## config.mk

```make
export PLATFORM = sky130hd
export DESIGN_NAME = cartridge_bank_mapper
export DESIGN_NICKNAME = d
export VERILOG_FILES = /design/src/cbm_pkg.sv /design/src/cbm_in_stage.sv /design/src/cbm_translate.sv /design/src/cartridge_bank_mapper.sv
export SDC_FILE = /design/constraint.sdc
export NUM_CORES = 1
export LEC_CHECK = 0
export ABC_AREA = 1
export BUFFER_PORTS_ARGS = -buffer_cell sky130_fd_sc_hd__buf_2
export CAP_MARGIN = 20
export CORE_MARGIN = 1.5
export CORE_UTILIZATION = 47
export CTS_BUF_LIST = sky130_fd_sc_hd__clkbuf_8
export CTS_CLUSTER_SIZE = 40
export DETAILED_ROUTE_END_ITERATION = 10
export GPL_TIMING_DRIVEN = 0
export PLACE_DENSITY = 0.78
export SLEW_MARGIN = 20
export SYNTH_ARGS = -nofsm -noshare
export SYNTH_HDL_FRONTEND = slang
export SYNTH_SLANG_ARGS = --single-unit
```

## constraint.sdc

```tcl
create_clock -name clock -period 3.64 [get_ports clock]
set_clock_uncertainty 0.15 [all_clocks]
set_input_delay 0.182 -clock clock [delete_from_list [all_inputs] [get_ports clock]]
set_output_delay 0.182 -clock clock [all_outputs]
set_load 0.01 [all_outputs]
```

## src/cbm_pkg.sv

```systemverilog
package cbm_pkg;

   // Bank geometry
   localparam int unsigned ROM_BANK_BYTES = 16384;
   localparam int unsigned RAM_BANK_BYTES = 8192;
   localparam int unsigned ROM_OFS_BITS   = $clog2(ROM_BANK_BYTES);
   localparam int unsigned RAM_OFS_BITS   = $clog2(RAM_BANK_BYTES);

   localparam int unsigned ADDR_BITS     = 16;
   localparam int unsigned PHYS_BITS     = 21;
   localparam int unsigned ROM_BANK_BITS = 7;
   localparam int unsigned RAM_BANK_BITS = 2;

   // Access kinds
   localparam logic ACC_READ  = 1'b0;
   localparam logic ACC_WRITE = 1'b1;

   // Result targets
   localparam logic [1:0] TGT_NONE  = 2'd0;
   localparam logic [1:0] TGT_ROM   = 2'd1;
   localparam logic [1:0] TGT_RAM   = 2'd2;
   localparam logic [1:0] TGT_OTHER = 2'd3;

   // Cartridge kinds
   localparam logic [1:0] KIND_ROM_ONLY = 2'd0;
   localparam logic [1:0] KIND_MBC1     = 2'd1;
   localparam logic [1:0] KIND_MBC2     = 2'd2;

   // RAM enable key in the low nibble
   localparam logic [3:0] RAM_EN_KEY = 4'hA;

   typedef struct packed {
      logic                 req_type;
      logic [ADDR_BITS-1:0] bus_addr;
      logic [7:0]           wr_byte;
   } req_type_type;

   typedef struct packed {
      logic [1:0]               target;
      logic [PHYS_BITS-1:0]     phys_addr;
      logic                     is_store;
      logic [ROM_BANK_BITS-1:0] rom_bank_now;
   } rsp_type;

endpackage

```

## src/cbm_in_stage.sv

```systemverilog
module cbm_in_stage (
   input  logic                  clock,
   input  logic                  reset,
   input  logic                  req_valid,
   output logic                  req_ready,
   input  cbm_pkg::req_type_type req_data,
   output logic                  item_valid,
   input  logic                  item_take,
   output cbm_pkg::req_type_type item_data
);

   logic                  valid_ff;
   logic                  valid_in;
   cbm_pkg::req_type_type data_ff;

   // Take a new beat when empty or when the held beat moves on this cycle
   assign req_ready = !valid_ff || item_take;

   always_comb begin
      valid_in = valid_ff;
      if (req_ready) begin
         valid_in = req_valid;
      end
   end

   always_ff @(posedge clock) begin
      if (reset) begin
         valid_ff <= 1'b0;
      end else begin
         valid_ff <= valid_in;
      end
   end

   // Hold the payload until replaced
   always_ff @(posedge clock) begin
      if (req_ready && req_valid) begin
         data_ff <= req_data;
      end
   end

   assign item_valid = valid_ff;
   assign item_data  = data_ff;

endmodule

```

## src/cbm_translate.sv

```systemverilog
module cbm_translate (
   input  logic                  clock,
   input  logic                  reset,
   input  logic                  csr_we,
   input  logic [1:0]            csr_wdata,
   input  logic                  item_take,
   input  cbm_pkg::req_type_type item_data,
   output cbm_pkg::rsp_type      rsp_next
);

   logic [1:0]                        cart_kind_ff;
   logic [cbm_pkg::ROM_BANK_BITS-1:0] rom_bank_ff;
   logic [cbm_pkg::ROM_BANK_BITS-1:0] rom_bank_in;
   logic [cbm_pkg::RAM_BANK_BITS-1:0] ram_bank_ff;
   logic [cbm_pkg::RAM_BANK_BITS-1:0] ram_bank_in;
   logic                              ram_en_ff;
   logic                              ram_en_in;
   logic                              rom_mode_ff;
   logic                              rom_mode_in;

   logic                              is_wr;
   logic [cbm_pkg::ADDR_BITS-1:0]     addr;
   logic [7:0]                        data;
   logic                              mbc1;
   logic                              mbc2;
   logic [cbm_pkg::ROM_BANK_BITS-1:0] bank_mix;

   assign is_wr = (item_data.req_type == cbm_pkg::ACC_WRITE);
   assign addr  = item_data.bus_addr;
   assign data  = item_data.wr_byte;
   assign mbc1  = (cart_kind_ff == cbm_pkg::KIND_MBC1);
   assign mbc2  = (cart_kind_ff == cbm_pkg::KIND_MBC2);

   // Bank register update for MBC1 / MBC2 writes below 0x8000
   always_comb begin
      rom_bank_in = rom_bank_ff;
      ram_bank_in = ram_bank_ff;
      ram_en_in   = ram_en_ff;
      rom_mode_in = rom_mode_ff;
      bank_mix    = rom_bank_ff;
      if (is_wr && !addr[15] && (mbc1 || mbc2)) begin
         unique case (addr[14:13])
            2'd0: begin
               if (!(mbc2 && addr[4])) begin
                  ram_en_in = (data[3:0] == cbm_pkg::RAM_EN_KEY);
               end
            end
            2'd1: begin
               if (mbc2) begin
                  bank_mix = {3'b000, data[3:0]};
               end else begin
                  bank_mix = {rom_bank_ff[6:5], data[4:0]};
               end
               rom_bank_in = (bank_mix == '0) ? 7'd1 : bank_mix;
            end
            2'd2: begin
               if (mbc1) begin
                  if (rom_mode_ff) begin
                     bank_mix    = {data[1:0], rom_bank_ff[4:0]};
                     rom_bank_in = (bank_mix == '0) ? 7'd1 : bank_mix;
                  end else begin
                     ram_bank_in = data[1:0];
                  end
               end
            end
            default: begin
               if (mbc1) begin
                  rom_mode_in = !data[0];
                  if (!data[0]) begin
                     ram_bank_in = '0;
                  end
               end
            end
         endcase
      end
   end

   // Banks step per beat; user: config only while idle (unenforced)
   always_ff @(posedge clock) begin
      if (reset) begin
         cart_kind_ff <= cbm_pkg::KIND_ROM_ONLY;
         rom_bank_ff  <= 7'd1;
         ram_bank_ff  <= '0;
         ram_en_ff    <= 1'b0;
         rom_mode_ff  <= 1'b0;
      end else begin
         if (csr_we) begin
            cart_kind_ff <= csr_wdata;
         end
         if (item_take) begin
            rom_bank_ff <= rom_bank_in;
            ram_bank_ff <= ram_bank_in;
            ram_en_ff   <= ram_en_in;
            rom_mode_ff <= rom_mode_in;
         end
      end
   end

   // Address translation
   always_comb begin
      rsp_next.target       = cbm_pkg::TGT_OTHER;
      rsp_next.phys_addr    = {{(cbm_pkg::PHYS_BITS-cbm_pkg::ADDR_BITS){1'b0}}, addr};
      rsp_next.is_store     = is_wr;
      rsp_next.rom_bank_now = rom_bank_in;
      if (!addr[15]) begin
         rsp_next.is_store = 1'b0;
         if (is_wr) begin
            rsp_next.target    = cbm_pkg::TGT_NONE;
            rsp_next.phys_addr = '0;
         end else if (addr[14]) begin
            rsp_next.target    = cbm_pkg::TGT_ROM;
            rsp_next.phys_addr = {rom_bank_ff, addr[cbm_pkg::ROM_OFS_BITS-1:0]};
         end else begin
            rsp_next.target = cbm_pkg::TGT_ROM;
         end
      end else if (addr[15:13] == 3'b101) begin
         if (is_wr && !ram_en_ff) begin
            rsp_next.target    = cbm_pkg::TGT_NONE;
            rsp_next.phys_addr = '0;
            rsp_next.is_store  = 1'b0;
         end else begin
            rsp_next.target    = cbm_pkg::TGT_RAM;
            rsp_next.phys_addr = {
               {(cbm_pkg::PHYS_BITS-cbm_pkg::RAM_BANK_BITS-cbm_pkg::RAM_OFS_BITS){1'b0}},
               ram_bank_ff, addr[cbm_pkg::RAM_OFS_BITS-1:0]};
         end
      end
   end

endmodule

```

## src/cartridge_bank_mapper.sv

```systemverilog
// Cartridge bank mapper for MBC1 / MBC2 style cartridges. Each bus access beat
// (read or write, 16-bit address, data byte) yields one result beat: a target
// (none, cartridge ROM, cartridge RAM, other memory), the translated physical
// address, a store flag and the ROM bank selected after the access. Writes
// below 0x8000 update MBC1 / MBC2 bank registers and are absorbed; RAM writes
// while RAM is disabled are dropped. The mapper accepts one beat per clock
// while the result register is free or rsp_ready is high; each beat passes
// through the input register, then the result register. The bank registers
// update once per beat. Write csr_wdata (cart kind: 0 ROM only, 1 MBC1,
// 2 MBC2, 3 acts as ROM only) only while no beats are in flight.
module cartridge_bank_mapper (
   input  logic                  clock,
   input  logic                  reset,
   input  logic                  csr_we,
   input  logic [1:0]            csr_wdata,
   input  logic                  req_valid,
   output logic                  req_ready,
   input  cbm_pkg::req_type_type req_data,
   output logic                  rsp_valid,
   input  logic                  rsp_ready,
   output cbm_pkg::rsp_type      rsp_data
);

   logic                  item_valid;
   logic                  item_take;
   cbm_pkg::req_type_type item_data;
   cbm_pkg::rsp_type      rsp_next;
   logic                  rsp_valid_ff;
   logic                  rsp_valid_in;
   cbm_pkg::rsp_type      rsp_data_ff;
   logic                  out_free;

   cbm_in_stage u_in (
      .clock      (clock),
      .reset      (reset),
      .req_valid  (req_valid),
      .req_ready  (req_ready),
      .req_data   (req_data),
      .item_valid (item_valid),
      .item_take  (item_take),
      .item_data  (item_data)
   );

   cbm_translate u_xlat (
      .clock     (clock),
      .reset     (reset),
      .csr_we    (csr_we),
      .csr_wdata (csr_wdata),
      .item_take (item_take),
      .item_data (item_data),
      .rsp_next  (rsp_next)
   );

   // Move the held beat into the result register when it is free
   assign out_free  = !rsp_valid_ff || rsp_ready;
   assign item_take = item_valid && out_free;

   always_comb begin
      rsp_valid_in = rsp_valid_ff;
      if (out_free) begin
         rsp_valid_in = item_valid;
      end
   end

   always_ff @(posedge clock) begin
      if (reset) begin
         rsp_valid_ff <= 1'b0;
      end else begin
         rsp_valid_ff <= rsp_valid_in;
      end
   end

   always_ff @(posedge clock) begin
      if (item_take) begin
         rsp_data_ff <= rsp_next;
      end
   end

   assign rsp_valid = rsp_valid_ff;
   assign rsp_data  = rsp_data_ff;

endmodule
```

# Yosys cells after proc, flatten, opt, wreduce, memory -nomap -nowiden
# Index checks and enable logic that the tools add are counted.
[op_classes]
n_eq_ne = 8
muxes = 20
bitwise_logic = 3
reduce_logical = 22
[op_table]
columns = ["operator", "n"]
rows = [
  ["$mux W7", 8],
  ["$mux W24", 2],
  ["$mux W23", 1],
  ["$mux W22", 1],
  ["$mux W21", 1],
  ["$logic_not A7 Y1", 2],
  ["$pmux W7 S2", 1],
  ["$mux W2", 4],
  ["$reduce_and A4 Y1", 2],
  ["$logic_and A1 B1 Y1", 6],
  ["$reduce_and A6 Y1", 1],
  ["$logic_not A1 Y1", 5],
  ["$eq A2 B1 Y1 const B", 2],
  ["$eq A2 B2 Y1 const B", 2],
  ["$eq A4 B4 Y1 const B", 1],
  ["$pmux W2 S2", 1],
  ["$eq A3 B3 Y1 const B", 1],
  ["$logic_or A1 B1 Y1", 3],
  ["$not A1 Y1", 3],
  ["$reduce_or A3 Y1", 1],
  ["$logic_not A2 Y1", 1],
  ["$ne A2 B1 Y1 const B", 1],
  ["$ne A2 B2 Y1 const B", 1],
  ["$reduce_or A2 Y1", 1],
  ["$mux W1", 1],
]
[word_totals]
inputBits = 32
elab_cells = 67
out_inout_bits = 33
register_bits = 68

# Longest topological paths before layout
# Gate-level depths: netlist of the first run.
[logic_depth]
ltp_word = 8
ltp_mapped = 10

# By module
# From an unflattened synthesis of the first run, not the netlist that was laid out.
[hier_totals]
cells_unflattened = 256
hier_area_um2 = 2897.8
[by_module_without_submodules]
columns = ["mod", "cells_each", "area_per_inst_um2", "instances"]
rows = [
  ["cbm_translate", 188, 1121.1, 1],
  ["cartridge_bank_mapper", 37, 978.4, 1],
  ["cbm_in_stage", 31, 798.3, 1],
]

# Worst setup path after synthesis of the first run
# OpenSTA, ideal clock, no wires.
[synth_path]
path_type = "register to register"
startpoint = "reg rsp_valid_ff, in the netlist rsp_valid"
endpoint = "reg u_xlat.ram_en_ff"
period_less_slack_ns = 1.867
arrival_ns = 1.659
stages_incl_launch_ff = 7
required_ns = 3.432
n_path_buf = 0
slack_ns = 1.773
path_cell_list = "dfxtp_1 -> nand2_1 -> nand2_1 -> inv_1 -> nand3_1 -> a21oi_1 -> o21a_1"
[synth_between]
elab_chain_cells = 4
[synth_rtl]
columns = ["item", "line", "rtl"]
rows = [
  ["start, declared", "cartridge_bank_mapper.sv:28", "logic rsp_valid_ff;"],
  ["start signal, assigned", "cartridge_bank_mapper.sv:69", "rsp_valid_ff <= rsp_valid_in;"],
  ["$logic_not A1 Y1", "cartridge_bank_mapper.sv:55", "assign out_free = !rsp_valid_ff || rsp_ready;"],
  ["$logic_or A1 B1 Y1", "cartridge_bank_mapper.sv:55", ""],
  ["$logic_and A1 B1 Y1", "cartridge_bank_mapper.sv:56", "assign item_take = item_valid && out_free;"],
  ["named net item_take", "cartridge_bank_mapper.sv:25", "logic item_take;"],
  ["$reduce_and A4 Y1 (no line)", "-", ""],
  ["end signal, assigned", "cbm_translate.sv:93", "ram_en_ff <= ram_en_in;"],
  ["end, declared", "cbm_translate.sv:16", "logic ram_en_ff;"],
]
# The timed path passes the listed nets, and every way through them passes these cells.
# A chain may end at the register's enable or synchronous reset.

==> impl_results.md, run 1 <==
* Placed cells at a little under 400
* CTS tree: yes
* Multi-input logic area at around 760 µm²
* Rel. slew slack at 46.2%
* Total chip power at 1.61 mW
* Initial antenna violation count at 0
* Post-synthesis net count at between 200 and 300
* CTS hold repair buffers at 29
* Routability congestion estimate from global placement at slightly above 0.9
* Fin util at between 60% and 70%
* Initial Utilization at about half
* Most frequent cells in the layout: buf_2 (63), edfxtp_1 (53), nand2_1 (51)
* Total net switching power at between 300 and 400 µW
* Run status: finished, final reports clean
* Slowest stage delay, CP at around 0.43 ns
* FFs w/ async S/R, synth at 0%
* Post-synthesis cell type count at 28
* WP data required at 3.58 ns
* Sequential share of the synthesized area at 67.9%
* Site Rows at 27
* I/O pins at 65
* Full die area at ~0.0064 mm²
* Die height at roughly 80 µm
* Setup TNS at 0 ns
* Total wire length at just over 5000 µm
* Setup Fix Bufs, Post-CTS at 0
* Vias in the first global route at 1,901
* Syn Area/Cell at between 10 and 15 µm²
* Sequential Area at about 0.0019 mm²
* Clock root buffer: clkbuf_8
* CP Capture Type: flip-flop
* Filler Cell Count at ~460
* Final Hold Vio Count at 0
* Clk pwr share at 33.6%
* Met3 GRT Util at just over 3%
* WHS at ~0.32 ns
* Final Max Slew Viols at 0
* Fmax at just under 500 MHz
* Final setup violation count at 0
* Max Root-Sink Buffers at 2
* Post-route minimum period at 2.01 ns
* Crit path max fanout at 10
* Final net count at 393
* Grt met2 use at 28.7%
* # clock sinks at 68
* Crit-path cells: inv_1 -> ha_1 -> nand2_1 -> nor2_1 -> buf_2 -> nor2_1
* Number of remaining DRC errors at 0
* Maxcap violations at 0
* 1st-iter DRT viols at approximately 130
* Worst path bufs/invs at 2
* Worst-path clk slew at 0.06 ns
* Crit-path leading delay family: simple AND/OR/NAND/NOR gates
* P&R area growth vs syn at 30.8%
* Antenna fix cells at 0
* DIE WIDTH at approximately 80 µm
* I/O Buffers at between 60 and 70
* Fin crit share at approximately 55%
* GRT busiest layer: met2
* Leak at roughly 1.6 nW
* Total core area at between 0.005 and 0.006 mm²
* Crit path DAT at around 2 ns
* Pwr per Cell Area at 443 mW/mm²
* RSZ-0062 raised after global routing: false
* DR vias at roughly 2.0k
* Synth warn at 0
* Max stage delay cell, worst path: edfxtp_1
* Primary FF master, synth: edfxtp_1
* Maximum vdd drop at 250 µV
* Final non-filler cell total at roughly 430
* Post-Syn Instances at ~250
* Global Route Usage Sum at 18.0%
* Worst-Margin Slew at 0.807 ns
* HPWL after DPL at 3530 µm
* Via density at approximately 4.7
* First-pass DRT Iterations at 5
* Synthesized flop and latch total at 68
* Pin count of the biggest net entering global routing at 37
* Grt ovf at 0
* Sequential share of power at a little under three fifths
* Final ANT Viol Nets at 0
* Clock Latency Late Sink at 0.33 ns
* H-tree levels at 3
* Layout cells sized above 1 at 24.2%
* Most common cell after layout, fill and taps aside: buf_2
* Met1 Use GR at 23.2%
* Crit path kind: reg -> reg
* CTS Buf Count at 9
* Post-synth EDFFs at 53
* Cell Area, Synth at around 0.0028 mm²
* Most used cell, CP: nor2_1
* Hold Crit Class: reg -> reg
* Post-CTS Resized at 0
* First-pass GRT wire length at approximately 8500 µm
* Internal power at approximately 1.3 mW
* Crit start category: flip-flop
* Drt wl/cell at 12.0 µm
* Combinational Power Share at between 10% and 20%
* Sw Ratio at a little over a fifth
## power by group through the flow
stage	logic, mW	registers, mW	clock network [mW]
5_1_grt	0.189	0.907	0.584
6_report	0.168	0.903	0.543
3_3_place_gp	0.139	0.919	0
3_5_place_dp	0.143	0.920	0
2_1_floorplan	0.0809	0.927	0
4_1_cts	0.168	0.903	0.560
## worst paths after layout
path,startpoint,end,slack (ns),depth (start not counted)
setup / recovery,u_in.item_data[22],rsp_data[18],1.63,6
hold reg to reg,u_xlat.ram_bank_ff[0],u_xlat.ram_bank_ff[0],0.32,2
setup reg to reg,u_in.item_data[22],rsp_data[18],1.63,6
hold / removal,u_xlat.ram_bank_ff[0],u_xlat.ram_bank_ff[0],0.32,2
## tightest hold or removal path, cell delays in order, from the launching register on
cell and delay (ns):
dfxtp_1 0.31, nand2_1 0.06, a21oi_1 0.05
## flip-flops by register name (all words and copies together) (netlist names)
signal	flops
u_xlat.rom_bank_ff	7
u_xlat.rom_mode_ff	1
u_xlat.ram_en_ff	1
u_in.item_valid	1
u_in.item_data	22
rsp_data	31
rsp_valid	1
u_xlat.cart_kind_ff	2
u_xlat.ram_bank_ff	2
## layer usage
metal	share of wire, %	vias to the layer above
met5	0	-
met4	2.2	0
met3	5.2	11
met2	48	64
met1	45	920
li1	-	1051
## synth_stat cells, types with 2 or more instances
cell      instances  share of area (%)
edfxtp_1         53                 57
nand2_1          51                6.9
inv_1            31                4.2
nor2_1           30                4.0
a21oi_1          19                3.4
nand3_1          16                2.9
dfxtp_1          15                 11
ha_1              6                2.7
o21ai_0           6                1.1
nand2_2           5                1.1
o21ai_2           3               0.94
buf_2             2               0.36
nand4_1           2               0.45
## kinds of logic (layout without fill, tap and decap cells)
| kind of cell | count (synthesis) | after routing | share of synthesized area, % |
|---|---|---|---|
| compound gates | 33 | 33 | 6.83 |
| fa+ha+maj | 6 | 6 | 2.69 |
| buf+inv | 36 | 141 | 4.94 |
| flops | 68 | 68 | 67.9 |
| simple gates | 111 | 111 | 17.6 |
## final cells by class
| cell class | count | share of cell area, % |
|---|---|---|
| repair buffers | 90 | 16.3 |
| well taps | 72 | 2.47 |
| flip-flops and latches | 68 | 51.9 |
| clock inverters | 6 | 1.34 |
| multi-input cells | 150 | 20.8 |
| plain buffers | 4 | 0.481 |
| clock buffers | 9 | 3.40 |
| inverters | 32 | 3.30 |
## per-stage QoR
step | cell area, µm² | worst slack, ns
final | 3640 | 1.63
after global routing | 3640 | 1.44
after CTS | 3640 | 1.64
after detailed placement | 3180 | 1.64
after global placement | 3180 | 1.50
after floorplan | 2790 | 1.77
No activity file was read; power rests on OpenSTA's default activity.
==> inputs of run 2 (changes only) <==
==> constraint.sdc (replaced) <==
create_clock -name clock -period 1.9 [get_ports clock]
set_clock_uncertainty 0.15 [all_clocks]
set_input_delay 0.095 -clock clock [delete_from_list [all_inputs] [get_ports clock]]
set_output_delay 0.095 -clock clock [all_outputs]
set_load 0.01 [all_outputs]
==> run 2 against run 1 <==
Against the previous run: utilization rose by 1.2 points; flip-flop and latch count did not move; via count rose by 1.2%; sequential share of layout area fell by 0.94 points; first-iteration DRC count rose by 41%; routed wire length rose by 2.6%; critical endpoint is now u_xlat.ram_bank_ff[0]; maximum frequency rose by 11%; combinational power rose by 100%; critical path depth rose by 2; register-to-register slack got worse by 1.5 ns; global-route usage did not move.
==> impl_results.md, run 2 (synthesis gave the netlist of run 1 again) <==
* Run status: finished, final reports clean
* Post-route minimum period at 1.80 ns (-0.207 ns)
* Routability congestion estimate from global placement at 0.907 (unchanged)
* Max FFs per register at 31 (unchanged)
* First-pass DRT Iterations at 4 (-1)
* Fin crit share at 95.0% (+40 points)
* Fmax at 554 MHz (+11%)
* Number of remaining DRC errors at 0 (unchanged)
* Final setup violation count at 0 (unchanged)
* Final net count at 395 (+0.51%)
* Maxcap violations at 0 (unchanged)
* Setup TNS at 0 ns (unchanged)
* Layout cells sized above 1 at 26.3% (+2.1 points)
* Most common cell after layout, fill and taps aside: buf_2
* Worst-Margin Slew at 0.807 ns (+0.000244 ns)
* DR WL met3 at 259 µm (-4.1%)
* Reg2reg path depth at 8 (+2)
* Reg2Reg Launch Point: u_in.item_data[21]
* HPWL after DPL at 3530 µm (unchanged)
* Crit path DAT at 1.85 ns (-0.10 ns)
* WL met2 at 2630 µm (+7.1%)
* Fin util at 66.2% (+1.2 points)
* Drt wl/cell at 12.2 µm (+2.1%)
* Die height at 80.0 µm (unchanged)
* Pwr per Cell Area at 838 mW/mm² (+89%)
* P&R area growth vs syn at 33.2%
* Hold Crit Class: in -> reg
* Maximum vdd drop at 478 µV (+91%)
* Crit start category: flip-flop
* DR vias at 2,070 (+1.2%)
* Worst-path clk slew at 0.07 ns (about the same)
* CTS tree: yes
* Final Hold Vio Count at 0 (unchanged)
* Final Cell Area at 0.00371 mm² (+1.9%)
* H-tree levels at 3 (unchanged)
* Leak at 1.57 nW (+0.43%)
* DIE WIDTH at 80.0 µm (unchanged)
* FF-to-FF End: u_xlat.ram_bank_ff[0]
* Global Route Usage Sum at 18.0% (unchanged)
* Placed instance area at 0.00318 mm² (unchanged)
* Total wire length at 5300 µm (+2.6%)
* Initial antenna violation count at 0 (unchanged)
* Critical path startpoint: u_in.item_data[21]
* Max stage delay cell, worst path: edfxtp_1
* I/O Buffers at 61 (unchanged)
* Pin count of the biggest net entering global routing at 37 (unchanged)
* CTS Buf Count at 9 (unchanged)
* Site Rows at 27 (unchanged)
* Clock root buffer: clkbuf_8
* Crit-path cells: buf_4 -> ha_4 -> inv_1 -> nand3_1 -> a21oi_1 -> nand2_1 -> nand2_1 -> a21oi_1
* Max Root-Sink Buffers at 2 (unchanged)
* RSZ-0062 raised after global routing: true
* Rel. slew slack at 46.1% (about the same)
* Final ANT Viol Nets at 0 (unchanged)
* CP Capture Type: flip-flop
* First-pass GRT wire length at 8530 µm (unchanged)
* Vias in the first global route at 1,900 (-0.053%)
* I/O pins at 65 (unchanged)
* Initial Utilization at 49.7% (unchanged)
* Grt ovf at 0 (unchanged)
* Most frequent cells in the layout: buf_2 (62), edfxtp_1 (53), nand2_1 (50)
* Clock Latency Late Sink at 0.33 ns (about the same)
* 1st-iter DRT viols at 182 (+41%)
* Via density at 4.78 (+0.71%)
* Crit path kind: reg -> reg
* Critical Path End: u_xlat.ram_bank_ff[0]
* Reg2Reg Setup Slack at 0.1 ns (-1.53 ns)
* M1 wire length at 2350 µm (+1.4%)
* Total core area at 0.00561 mm² (unchanged)
* Full die area at 0.00640 mm² (unchanged)
* Crit path max fanout at 7 (-3)
* Antenna fix cells at 0 (unchanged)
* Final Max Slew Viols at 0 (unchanged)
* Cell depth of the worst hold path at 2 (unchanged)
* Slowest stage delay, CP at 0.42 ns (about the same)
* Top sig layer: met4
* WP data required at 1.94 ns (-1.64 ns)
* # clock sinks at 68 (unchanged)
## run 2: worst max-delay path, delay by kind of cell, from the launching register on
| kind | cells | cell delay [ns] |
|---|---|---|
| and+or+nand+nor | 3 | 0.32 |
| adders and majority gates | 1 | 0.18 |
| DFF | 1 | 0.42 |
| AOI/OAI and AO/OA | 2 | 0.29 |
| buffers and inverters | 2 | 0.31 |
## run 2: metal layers
metal | global-route usage [%] | vias up
met5 | 0 | -
met4 | 10.3 | 0
met3 | 3.09 | 5
met2 | 28.7 | 68
met1 | 23.2 | 936
li1 | - | 1061
## run 2: cell type report
cell class              count  area [µm²]
inverters                  32         123
clock buffers               9         124
fillers                   452        1900
flip-flops and latches     68        1890
repair buffers             92         611
multi-input cells         150         805
well taps                  72        90.1
clock inverters             6        48.8
plain buffers               4        20.0
## run 2: worst min path at each step
| stage | startpoint | endpoint |
|---|---|---|
| 2_1_floorplan | req_data[0] | u_in.item_data[0] |
| 3_3_place_gp | req_data[13] | u_in.item_data[13] |
| 3_5_place_dp | req_data[18] | u_in.item_data[18] |
| 4_1_cts | req_data[3] | u_in.item_data[3] |
| 5_1_grt | req_data[19] | u_in.item_data[19] |
| 6_report | req_data[4] | u_in.item_data[4] |
## run 2: timing repair
item / in CTS / in global routing
gates resized for setup: 2 / 9
pin swaps: 0 / 2
setup endpoints to repair: 10 / 25
hold buffers: 29 / 0
setup buffers: 0 / 2
endpoints found under the hold margin: 29 / 0
## run 2: where the power goes
part | internal (mW) | leakage, nW | switching, mW
clock network | 0.575 | 0.0942 | 0.463
registers | 1.70 | 0.632 | 0.0341
logic | 0.152 | 0.847 | 0.188
total | 2.42 | 1.57 | 0.686
## run 2: stage by stage
| stage | worst slack, ns | power (mW) | hold slack, ns | std cells |
|---|---|---|---|---|
| CTS | 0.0216 | 3.12 | 0.296 | 431 |
| global placement | -0.240 | 2.03 | 0.121 | 387 |
| detailed placement | -0.0976 | 2.04 | 0.124 | 387 |
| finish | 0.0955 | 3.11 | 0.320 | 433 |
| global route | -0.0170 | 3.24 | 0.316 | 433 |
| floorplan | 0.0331 | 1.93 | 0.0439 | 254 |
